**src/rtl/psn_pkg.sv**
```systemverilog
// ----------------------------------------------------------------------------
// psn_pkg
// Shared constants, command codes and status type of the point set normalizer.
// ----------------------------------------------------------------------------
package psn_pkg;

    localparam int MAX_POINTS = 64;
    localparam int PT_W       = $clog2(MAX_POINTS);
    localparam int CNT_W      = PT_W + 1;
    localparam int SUM_W      = 40;
    localparam int SQ2_W      = 33;
    localparam int NUM_W      = SQ2_W + CNT_W;
    localparam int ROOT_STEPS = 32;
    localparam int DIV_STEPS  = NUM_W;
    localparam int IT_W       = $clog2(NUM_W);

    // round(sqrt(2) * 2^32)
    localparam logic [SQ2_W-1:0] SQRT2_Q32 = 33'd6074001000;

    // Datapath commands
    typedef enum logic [4:0] {
        OP_NONE,
        OP_LOAD,
        OP_READ,
        OP_DIFF,
        OP_SQA,
        OP_SQB,
        OP_QFORM,
        OP_ROOT,
        OP_ACC,
        OP_DIVINIT,
        OP_DIV,
        OP_SCALE,
        OP_MULW,
        OP_MULH,
        OP_SPANH,
        OP_MULX,
        OP_MULY,
        OP_EMIT
    } t_op;

    // Datapath status
    typedef struct packed {
        logic last_pt;
        logic root_last;
        logic div_last;
    } t_dp_status;

endpackage

```
**src/rtl/psn_ctrl.sv**
```systemverilog
// ----------------------------------------------------------------------------
// psn_ctrl
// Sequencer: load, distance pass, divide, span scaling and output pass.
// ----------------------------------------------------------------------------
module psn_ctrl import psn_pkg::*; (
    input  logic        i_clk,
    input  logic        i_rst_n,
    input  logic        i_start,
    input  logic        i_is_last,
    input  t_dp_status  i_status,
    output logic        o_busy,
    output t_op         o_op
);

    typedef enum logic [18:0] {
        S_IDLE  = 19'd1 << 0,
        S_DRD   = 19'd1 << 1,
        S_DDIF  = 19'd1 << 2,
        S_DSQA  = 19'd1 << 3,
        S_DSQB  = 19'd1 << 4,
        S_DQF   = 19'd1 << 5,
        S_DROOT = 19'd1 << 6,
        S_DACC  = 19'd1 << 7,
        S_DVINI = 19'd1 << 8,
        S_DIV   = 19'd1 << 9,
        S_SCALE = 19'd1 << 10,
        S_MULW  = 19'd1 << 11,
        S_MULH  = 19'd1 << 12,
        S_SPANH = 19'd1 << 13,
        S_ORD   = 19'd1 << 14,
        S_ODIF  = 19'd1 << 15,
        S_OMX   = 19'd1 << 16,
        S_OMY   = 19'd1 << 17,
        S_OEMIT = 19'd1 << 18
    } t_state;

    t_state r_state, n_state;
    logic   w_accept;

    assign o_busy   = (r_state != S_IDLE);
    assign w_accept = i_start && !o_busy;

    // next state and datapath command
    always_comb begin
        n_state = r_state;
        o_op    = OP_NONE;
        case (r_state)
            S_IDLE: begin
                if (w_accept) begin
                    o_op = OP_LOAD;
                    if (i_is_last) n_state = S_DRD;
                end
            end
            S_DRD:   begin o_op = OP_READ;  n_state = S_DDIF; end
            S_DDIF:  begin o_op = OP_DIFF;  n_state = S_DSQA; end
            S_DSQA:  begin o_op = OP_SQA;   n_state = S_DSQB; end
            S_DSQB:  begin o_op = OP_SQB;   n_state = S_DQF;  end
            S_DQF:   begin o_op = OP_QFORM; n_state = S_DROOT; end
            S_DROOT: begin
                o_op = OP_ROOT;
                if (i_status.root_last) n_state = S_DACC;
            end
            S_DACC: begin
                o_op    = OP_ACC;
                n_state = i_status.last_pt ? S_DVINI : S_DRD;
            end
            S_DVINI: begin o_op = OP_DIVINIT; n_state = S_DIV; end
            S_DIV: begin
                o_op = OP_DIV;
                if (i_status.div_last) n_state = S_SCALE;
            end
            S_SCALE: begin o_op = OP_SCALE; n_state = S_MULW;  end
            S_MULW:  begin o_op = OP_MULW;  n_state = S_MULH;  end
            S_MULH:  begin o_op = OP_MULH;  n_state = S_SPANH; end
            S_SPANH: begin o_op = OP_SPANH; n_state = S_ORD;   end
            S_ORD:   begin o_op = OP_READ;  n_state = S_ODIF;  end
            S_ODIF:  begin o_op = OP_DIFF;  n_state = S_OMX;   end
            S_OMX:   begin o_op = OP_MULX;  n_state = S_OMY;   end
            S_OMY:   begin o_op = OP_MULY;  n_state = S_OEMIT; end
            S_OEMIT: begin
                o_op    = OP_EMIT;
                n_state = i_status.last_pt ? S_IDLE : S_ORD;
            end
            default: n_state = S_IDLE;
        endcase
    end

    always_ff @(posedge i_clk) begin
        if (!i_rst_n) begin
            r_state <= S_IDLE;
        end else begin
            r_state <= n_state;
        end
    end

endmodule

```
**config.mk**
```make
export PLATFORM = sky130hd
export DESIGN_NAME = psn_ctrl
export DESIGN_NICKNAME = d
export VERILOG_FILES = /design/src/rtl/psn_pkg.sv /design/src/rtl/psn_ctrl.sv
export SDC_FILE = /design/constraint.sdc
export NUM_CORES = 1
export LEC_CHECK = 0
export ABC_CLOCK_PERIOD_IN_PS = 2200
export BUFFER_PORTS_ARGS = -buffer_cell sky130_fd_sc_hd__buf_2
export CAP_MARGIN = 20
export CORE_MARGIN = 5
export CORE_UTILIZATION = 43
export CTS_BUF_LIST = sky130_fd_sc_hd__clkbuf_4 sky130_fd_sc_hd__clkbuf_8 sky130_fd_sc_hd__clkbuf_16
export CTS_CLUSTER_DIAMETER = 80
export DETAILED_ROUTE_END_ITERATION = 7
export PLACE_DENSITY_LB_ADDON = 0.1
export SLEW_MARGIN = 10
export SYNTH_ARGS = -nofsm -noshare
export SYNTH_HDL_FRONTEND = slang
export SYNTH_SLANG_ARGS = --single-unit
```
**constraint.sdc**
```tcl
create_clock -name i_clk -period 2.2 [get_ports i_clk]
set_input_delay 0.33 -clock i_clk [delete_from_list [all_inputs] [get_ports i_clk]]
set_output_delay 0.33 -clock i_clk [all_outputs]
set_load 0.005 [all_outputs]
```
==> impl_metrics.tcl, run 1 <==
set metrics [dict create \
    firstDrtPassIters 5 \
    slew_viol_final 0 \
    cp.buffers_inverters 3 \
    cts_sinks 19 \
    ys_seq_area_share_pct 32.0 \
    rsz0062_at_grt "true" \
    grt_pass1_vias 1437 \
    synth_edf_count 0 \
    r2r_cells 10 \
    yosysUniqueCellTypes 42 \
    postCtsHoldBufs 0 \
    clkSlewWorstSetupHoldPaths_ns 0.12 \
    status "complete, but fails checks" \
    p_per_area_mw_per_mm2 481 \
    gp_congestion 0.888 \
    fp.dieH_um 62.6 \
    antenna_found_initial 0 \
    setup_slack_ns -0.421 \
    crit_chain "or4_4 -> buf_6 -> nor4_4 -> buf_4 -> nand4b_1 -> nand4_1 -> buf_2" \
    end_kind "output pin" \
    critical-path-top-delay-family "simple AND/OR/NAND/NOR gates" \
    fin_crit_sh_pct 119 \
    area_delta_synth_final_pct 54.8 \
    p_leak_nw 0.785 \
    port_buffers 12 \
    cp.depth 7 \
    clockBufferDepth 2 \
    yosysWarnings 0 \
    maxCapViolCount 0 \
    row_count 19 \
    io_pins 13 \
    grt_pass1_wl_um 6710 \
    peakVddDrop_mv 0.514 \
    drcViolationCount 0 \
    fin_cells 238 \
    final_area_mm2 0.00184 \
    numCtsBuffers 3 \
    clock_latency_ns 0.32 \
    synthFlopType "dfxtp_1" \
    violations "setup timing" \
    synth-seq-cells 19 \
    worstHoldPathType "in2reg" \
    setup_viol 21 \
    initial_core_util_pct 43.8 \
    worstPathRequired_ns 1.87 \
    crit_type "reg2out" \
    cp_slowest_stage_delay_ns 0.54 \
    fp.dieW_um 62.6 \
    relSlewSlack_pct 51.7 \
    regMostFlops "r_state" \
    cp_slowest_cell "or4_4" \
    yosysTopAreaCellShare_pct 32.0 \
    yosysTopAreaCell "dfxtp_1" \
    nets 215 \
    tightest_slew_ns 0.718 \
    hold_depth 2 \
    crit_fanout 6 \
    root_buffer "clkbuf_4" \
    synthTopCellsByArea "dfxtp_1, nor2_1, nor4_1" \
    start_kind "flop" \
    cts.htree.levels 1 \
    final_hold_viol_count 0 \
    coreArea_mm2 0.00271 \
    syn-mean-instance-area_um2 8.13 \
    preCtsSetupSlack_ns -0.203 \
    cp.arrival_ns 2.29 \
    final.min_clock_period_ns 2.62 \
    globalRouteOverflowTotal 0 \
    drive_above_1_share_pct 48.8 \
    top_regs "r_state: 19 flops" \
    skew_ns 0.00724 \
    dieArea_mm2 0.00391 \
    viasPerCell 5.91 \
    dp_cells 228 \
    drt_iter0_drc 106 \
    async_reset_ff_share_pct 0 \
    tns_ns -5.00 \
    cts_tree "built" \
    dp_hpwl_um 2860 \
    antennaDiodeCount 0 \
    track_usage_pct 21.5 \
    syn-num-nets 153 \
    syn_area_mm2 0.00119 \
    max_freq_mhz 382 \
    synthCells 146 \
    grt_max_degree 12 \
    vias 1406 \
    place_area_mm2 0.00158 \
    wl_um 3990 \
    largest_reg_flops 19 \
    routedWlPerCell_um 16.8 \
    ant_nets 0 \
]
[placed cells by master (no fill, tap or decap), types with 5 or more instances in the layout]
cell / instances
buf_4: 45
nor2_2: 6
nand4b_1: 5
nand4_1: 8
nor3_1: 8
dfxtp_1: 16
nor2_1: 11
inv_1: 6
nand2_1: 5
or4_4: 6
nand3_1: 6
buf_2: 12
buf_6: 6
[Yosys cell counts (all sizes together), types with 3 or more instances]
cell type / n
nand3: 7
or4: 8
and2: 3
inv: 6
nand4: 8
nor4: 10
nor2: 17
o21ai: 3
nor3: 11
nand4b: 5
a32oi: 3
xor2: 4
nand2: 6
a21oi: 3
dfxtp: 19
nand2b: 3
buf: 4
[power by group]
group	leakage, nW	internal, mW	total [mW]	switching, mW
clock	0.0177	0.0682	0.188	0.120
combinational	0.612	0.166	0.339	0.173
sequential	0.155	0.353	0.357	0.00455
total	0.785	0.587	0.884	0.298
[path summary, 6_finish.rpt]
check	start	to	slack (ns)
hold reg to reg	r_state[15]	r_state[15]	0.58
setup reg to reg	r_state[15]	r_state[3]	-0.24
setup / recovery	r_state[15]	o_op[3]	-0.42
hold / removal	i_rst_n	r_state[0]	0.31
[metrics by stage]
stage	hold WS (ns)	utilization, %	total power, mW
2_1_floorplan	0.419	-	0.515
3_3_place_gp	0.525	58.3	0.629
3_5_place_dp	0.532	58.3	0.630
4_1_cts	0.309	66.1	0.864
5_1_grt	0.316	67.8	0.940
6_report	0.312	67.8	0.884
[routing by layer]
metal	wire length [um]	global-route usage, %	vias up
met4	112	10.1	0
li1	-	-	688
met3	248	4.50	13
met1	1630	24.8	654
met2	2000	37.3	51
met5	0	0	-
[area by class of cell]
type                       count  area [um2]
clock buffer                   3        22.5
clock inverter                 1        5.00
fill                         220         872
inverter                       6        22.5
multi-input combinational    115         900
sequential                    19         384
tap                           31        38.8
timing repair buffer          63         465
[cell families (layout without fill, tap and decap cells)]
| family | Yosys count | after routing | share of synthesized area (%) |
|---|---|---|---|
| simple gates | 93 | 93 | 47.2 |
| compound gates | 17 | 17 | 11.5 |
| buf+inv | 12 | 73 | 5.58 |
| flops | 19 | 19 | 32.0 |
| xor+xnor | 5 | 5 | 3.69 |
[timing repair]
action / 4_1_cts / 5_1_grt
resized for setup: 33 / 7
setup endpoints to repair: 23 / 23
pin swaps: 11 / 4
buffers inserted: 6 / 1
No activity file was read; power rests on OpenSTA's default activity.
==> run 2: changes to the inputs <==
Settings changed: CELL_PAD_IN_SITES_DETAIL_PLACEMENT set to 0, CELL_PAD_IN_SITES_GLOBAL_PLACEMENT set to 1, CORE_UTILIZATION 43 to 38.
==> run 2 against run 1 <==
Highest routed layer unchanged. Clock power up 4%. First-iteration DRC count down 35%. The run still ends with setup timing left. Via count decreased by 5.5%. Sequential share of layout area up 0.99 points. Design area decreased by 4.8%. Final cell count increased by 3.4%. Worst hold slack worse by 0.0027 ns. Fmax about the same. Critical path depth is 1 lower. Critical path type unchanged. Register-to-register slack lost 0.03 ns. Flip-flop and latch count unchanged. Combinational power down 11%.
==> impl_metrics.tcl, run 2 (synthesized netlist as in run 1, its figures left out) <==
set metrics [dict create \
    status "complete, but fails checks" \
    violations "setup timing" \
    worstPathRequired_ns 1.87 \
    r2r_start "r_state[11]" \
    port_buffers 12 \
    cp_slowest_stage_delay_ns 0.60 \
    setup_viol 22 \
    io_pins 13 \
    crit_chain "or4_4 -> or4_4 -> nor3_4 -> nand3b_1 -> nand4_1 -> buf_2" \
    relSlewSlack_pct 66.6 \
    final_hold_viol_count 0 \
    p_leak_nw 0.767 \
    dieArea_mm2 0.00434 \
    fin_hold_ws_ns 0.309 \
    final.min_clock_period_ns 2.62 \
    drt_iter0_drc 69 \
    root_buffer "clkbuf_4" \
    tns_ns -5.46 \
    max_freq_mhz 381 \
    largest_reg_flops 19 \
    top_regs "r_state: 19 flops" \
    nets 210 \
    initial_core_util_pct 39.2 \
    final_util_pct 57.8 \
    mostFrequentLayoutCells "buf_4, nor2_1, dfxtp_1, buf_2, nor3_1" \
    drive_above_1_share_pct 41.1 \
    regMostFlops "r_state" \
    grt_max_degree 16 \
    grt_pass1_vias 1234 \
    viasPerCell 5.40 \
    cts.htree.levels 1 \
    clkSlewWorstSetupHoldPaths_ns 0.11 \
    rsz0062_at_grt "true" \
    maxCapViolCount 0 \
    place_area_mm2 0.00157 \
    hp-start "i_status[2]" \
    r2r_cells 6 \
    skew_ns 0.00765 \
    setup_slack_ns -0.422 \
    clockBufferDepth 2 \
    cts_tree "built" \
    slew_viol_final 0 \
    whs_endpoint "r_state[8]" \
    crit_type "reg2out" \
    final_common_cell "buf_4" \
    area_delta_synth_final_pct 47.3 \
    wl_um 3500 \
    cp.arrival_ns 2.29 \
    dp_hpwl_um 2740 \
    antennaDiodeCount 0 \
    cts_sinks 19 \
    firstDrtPassIters 4 \
    drcViolationCount 0 \
    start_kind "flop" \
    track_usage_pct 16.7 \
    fp.dieW_um 65.9 \
    reg2reg_slack_ns -0.27 \
    hold_depth 2 \
    clock_latency_ns 0.30 \
    gp_congestion 0.864 \
    multi_input_area_um2 822 \
    end_kind "output pin" \
    regArea_um2 383 \
    tightest_slew_ns 0.500 \
    crit_fanout 5 \
    fp.dieH_um 65.9 \
    p_per_area_mw_per_mm2 490 \
    numCtsBuffers 3 \
    fillCellCount 291 \
    worst_r2r_endpoint "r_state[3]" \
    ant_nets 0 \
    cp_slowest_cell "or4_4" \
    grt_pass1_wl_um 5530 \
    fin_crit_sh_pct 119 \
    coreArea_mm2 0.00303 \
    routedWlPerCell_um 14.2 \
    globalRouteOverflowTotal 0 \
    antenna_found_initial 0 \
    worstHoldPathType "in2reg" \
    path_common_cell "or4_4" \
    vias 1329 \
    row_count 20 \
    final_area_mm2 0.00175 \
    peakVddDrop_mv 0.259 \
]
[run 2: metal layers]
metal / up-vias / global-route usage [%] / share of wire, %
met5: - / 0 / 0
met4: 0 / 4.66 / 1.2
met3: 5 / 2.21 / 2.3
met2: 18 / 31.5 / 50
met1: 633 / 19.2 / 46
li1: 673 / - / -
[run 2: where the power goes]
part | internal, mW | switching, mW | leakage, nW | total [mW]
registers | 0.353 | 0.00647 | 0.154 | 0.359
logic | 0.151 | 0.150 | 0.594 | 0.302
clock network | 0.0831 | 0.113 | 0.0184 | 0.196
total | 0.587 | 0.270 | 0.767 | 0.857
[run 2: what timing repair did]
item,4_1_cts,5_1_grt
hold endpoints to repair,0,0
hold buffers,0,0
setup buffers,4,2
gates cloned,0,0
resized for setup,11,14
pin swaps,4,2
setup endpoints to repair,22,23
[run 2: layout make-up]
class	count	share of cell area (%)
timing repair buffer	58	25.0
tap	44	3.15
sequential	19	21.9
inverter	6	1.29
multi-input combinational	115	47.0
clock buffer	4	1.72
[run 2: per-stage QoR]
step	worst slack [ns]	cells	total power, mW
detailed placement	-0.220	237	0.622
finish	-0.422	246	0.857
CTS	-0.394	245	0.830
global route	-0.500	246	0.909
floorplan	-0.139	146	0.515
global placement	-0.151	237	0.622
[run 2: how the worst max path moves through the flow]
stage | end | start | slack [ns] | depth (start not counted)
CTS | o_op[0] | r_state[11] | -0.39 | 6
global placement | o_op[0] | r_state[12] | -0.15 | 6
floorplan | r_state[14] | r_state[12] | -0.14 | 7
global route | o_op[0] | r_state[11] | -0.50 | 6
detailed placement | o_op[0] | r_state[12] | -0.22 | 6
finish | o_op[0] | r_state[11] | -0.42 | 6
[run 2: critical path: cells and delay by family (launching register included)]
family                 cells  cell delay, ns
AND/OR/NAND/NOR            5            1.52
flip-flops                 1            0.34
buffers and inverters      1            0.11
==> run 3: changes to the inputs <==
Settings changed: HOLD_SLACK_MARGIN set to 0.06, PLACE_DENSITY set to 0.82, PLACE_DENSITY_LB_ADDON 0.1 to not set.
==> run 3 against run 2 <==
The flow still finishes with violations (setup timing). Sequential share of layout area down 0.62 points. Global-route usage up 3.1 points. Combinational power up 17%. Final cell count up 2.8%. Via count up 7.3%. Design area up 3.6%. Register-to-register slack about the same. Non-clock buffer count up 7.
==> impl_metrics.tcl, run 3 (synthesized netlist as in run 1, its figures left out) <==
set metrics [dict create \
    drt_iter0_drc 128 \
    largest_reg_flops 19 \
    fin_hold_ws_ns 0.292 \
    status "complete, but fails checks" \
    nets 217 \
    p_leak_nw 0.795 \
    clockBufferDepth 2 \
    vias 1426 \
    p_per_area_mw_per_mm2 503 \
    root_buffer "clkbuf_4" \
    crit_fanout 5 \
    mostFrequentLayoutCells "buf_4, nor2_1, dfxtp_1, buf_2, nor3_1" \
    globalRouteOverflowTotal 0 \
    end_kind "output pin" \
    fp.dieW_um 65.9 \
    initial_core_util_pct 39.2 \
    final_area_mm2 0.00181 \
    row_count 20 \
    peakVddDrop_mv 0.285 \
    area_delta_synth_final_pct 52.6 \
    io_pins 13 \
    met2RoutedLength_um 2010 \
    postCtsHoldBufs 0 \
    grt_pass1_wl_um 6560 \
    ant_nets 0 \
    cp.arrival_ns 2.32 \
    worstHoldPathType "in2reg" \
    clkSlewWorstSetupHoldPaths_ns 0.12 \
    crit_chain "or4_4 -> buf_6 -> nor4_2 -> buf_4 -> buf_4 -> nand4b_1 -> nand4_1 -> buf_2" \
    relSlewSlack_pct 53.7 \
    final_hold_viol_count 0 \
    cts_sinks 19 \
    clock_latency_ns 0.31 \
    tightest_slew_ns 0.688 \
    setup_slack_ns -0.445 \
    wl_met3_um 299 \
    gp_congestion 0.967 \
    dieArea_mm2 0.00434 \
    viasPerCell 5.64 \
    crit_type "reg2out" \
    violations "setup timing" \
    grt_pass1_vias 1468 \
    rsz0062_at_grt "true" \
    path_common_cell "buf_4" \
    firstDrtPassIters 4 \
    max_freq_mhz 378 \
    drt-met1-wl_um 1610 \
    cts_tree "built" \
    coreArea_mm2 0.00303 \
    numCtsBuffers 3 \
    dp_hpwl_um 2760 \
    wl_um 3980 \
    drcViolationCount 0 \
    fillCellCount 259 \
    track_usage_pct 19.8 \
    final.min_clock_period_ns 2.65 \
    maxCapViolCount 0 \
    drive_above_1_share_pct 44.5 \
    top_regs "r_state: 19 flops" \
    regMostFlops "r_state" \
    start_kind "flop" \
    grt_max_degree 11 \
    setup_viol 22 \
    final_common_cell "buf_4" \
    worstPathRequired_ns 1.87 \
    cts.htree.levels 1 \
    antenna_found_initial 0 \
    fp.dieH_um 65.9 \
    place_area_mm2 0.00158 \
    top_layer "met4" \
    slew_viol_final 0 \
    routedWlPerCell_um 15.7 \
    fin_crit_sh_pct 120 \
    skew_ns 0.0150 \
    port_buffers 12 \
    cp_slowest_cell "or4_4" \
    antennaDiodeCount 0 \
    cp_slowest_stage_delay_ns 0.57 \
]
[run 3: cell types whose count changed in the layout (fill, tap and decap cells not counted), moves of 2 or more]
cell and delta:
dfxtp_2 +2, buf_6 -4, buf_2 +2, buf_4 +7, dfxtp_1 -2
[run 3: cell type report]
cell class	count	area [um2]	share of cell area, %
flip-flops and latches	19	385	21.3
multi-input cells	115	820	45.2
inverters	6	22.5	1.24
repair buffers	65	499	27.6
clock buffers	4	30.0	1.66
well taps	44	55.1	3.04
[run 3: final timing paths]
check,start,end,slack (ns),depth (start not counted)
max,r_state[10],o_op[2],-0.45,8
min reg2reg,r_state[17],r_state[18],0.58,2
max reg2reg,r_state[3],r_state[17],-0.28,7
min,i_rst_n,r_state[0],0.29,2
[run 3: worst max-delay path: cells and delay by family, from the launching register on]
family        cells  cell delay, ns
simple gates      4            1.09
buf+inv           4            0.55
flops             1            0.34
[run 3: per-layer routing]
metal | global-route usage (%) | up-vias
met2 | 33.8 | 58
li1 | - | 692
met5 | 0 | -
met3 | 4.59 | 8
met4 | 8.29 | 0
met1 | 23.5 | 668
[run 3: report_power, final]
part / internal (mW) / total [mW] / switching, mW
combinational: 0.184 / 0.352 / 0.168
sequential: 0.353 / 0.358 / 0.00536
clock: 0.0833 / 0.201 / 0.117
total: 0.620 / 0.911 / 0.291
[run 3: timing repair]
action                     4_1_cts  5_1_grt
cloned                           1        0
setup endpoints to repair       22       24
buffers inserted                 7        4
gates resized for setup         17        7
pin swaps                       10        3
[run 3: metrics by stage]
step | total power, mW | setup TNS [ns] | util [%] | instances | worst slack (ns)
5_1_grt | 0.962 | -7.33 | 59.8 | 253 | -0.507
6_report | 0.911 | -5.96 | 59.8 | 253 | -0.445
3_3_place_gp | 0.634 | -2.19 | 52.1 | 237 | -0.133
3_5_place_dp | 0.635 | -2.61 | 52.1 | 237 | -0.163
2_1_floorplan | 0.515 | -1.69 | - | 146 | -0.139
4_1_cts | 0.893 | -5.14 | 58.2 | 249 | -0.398
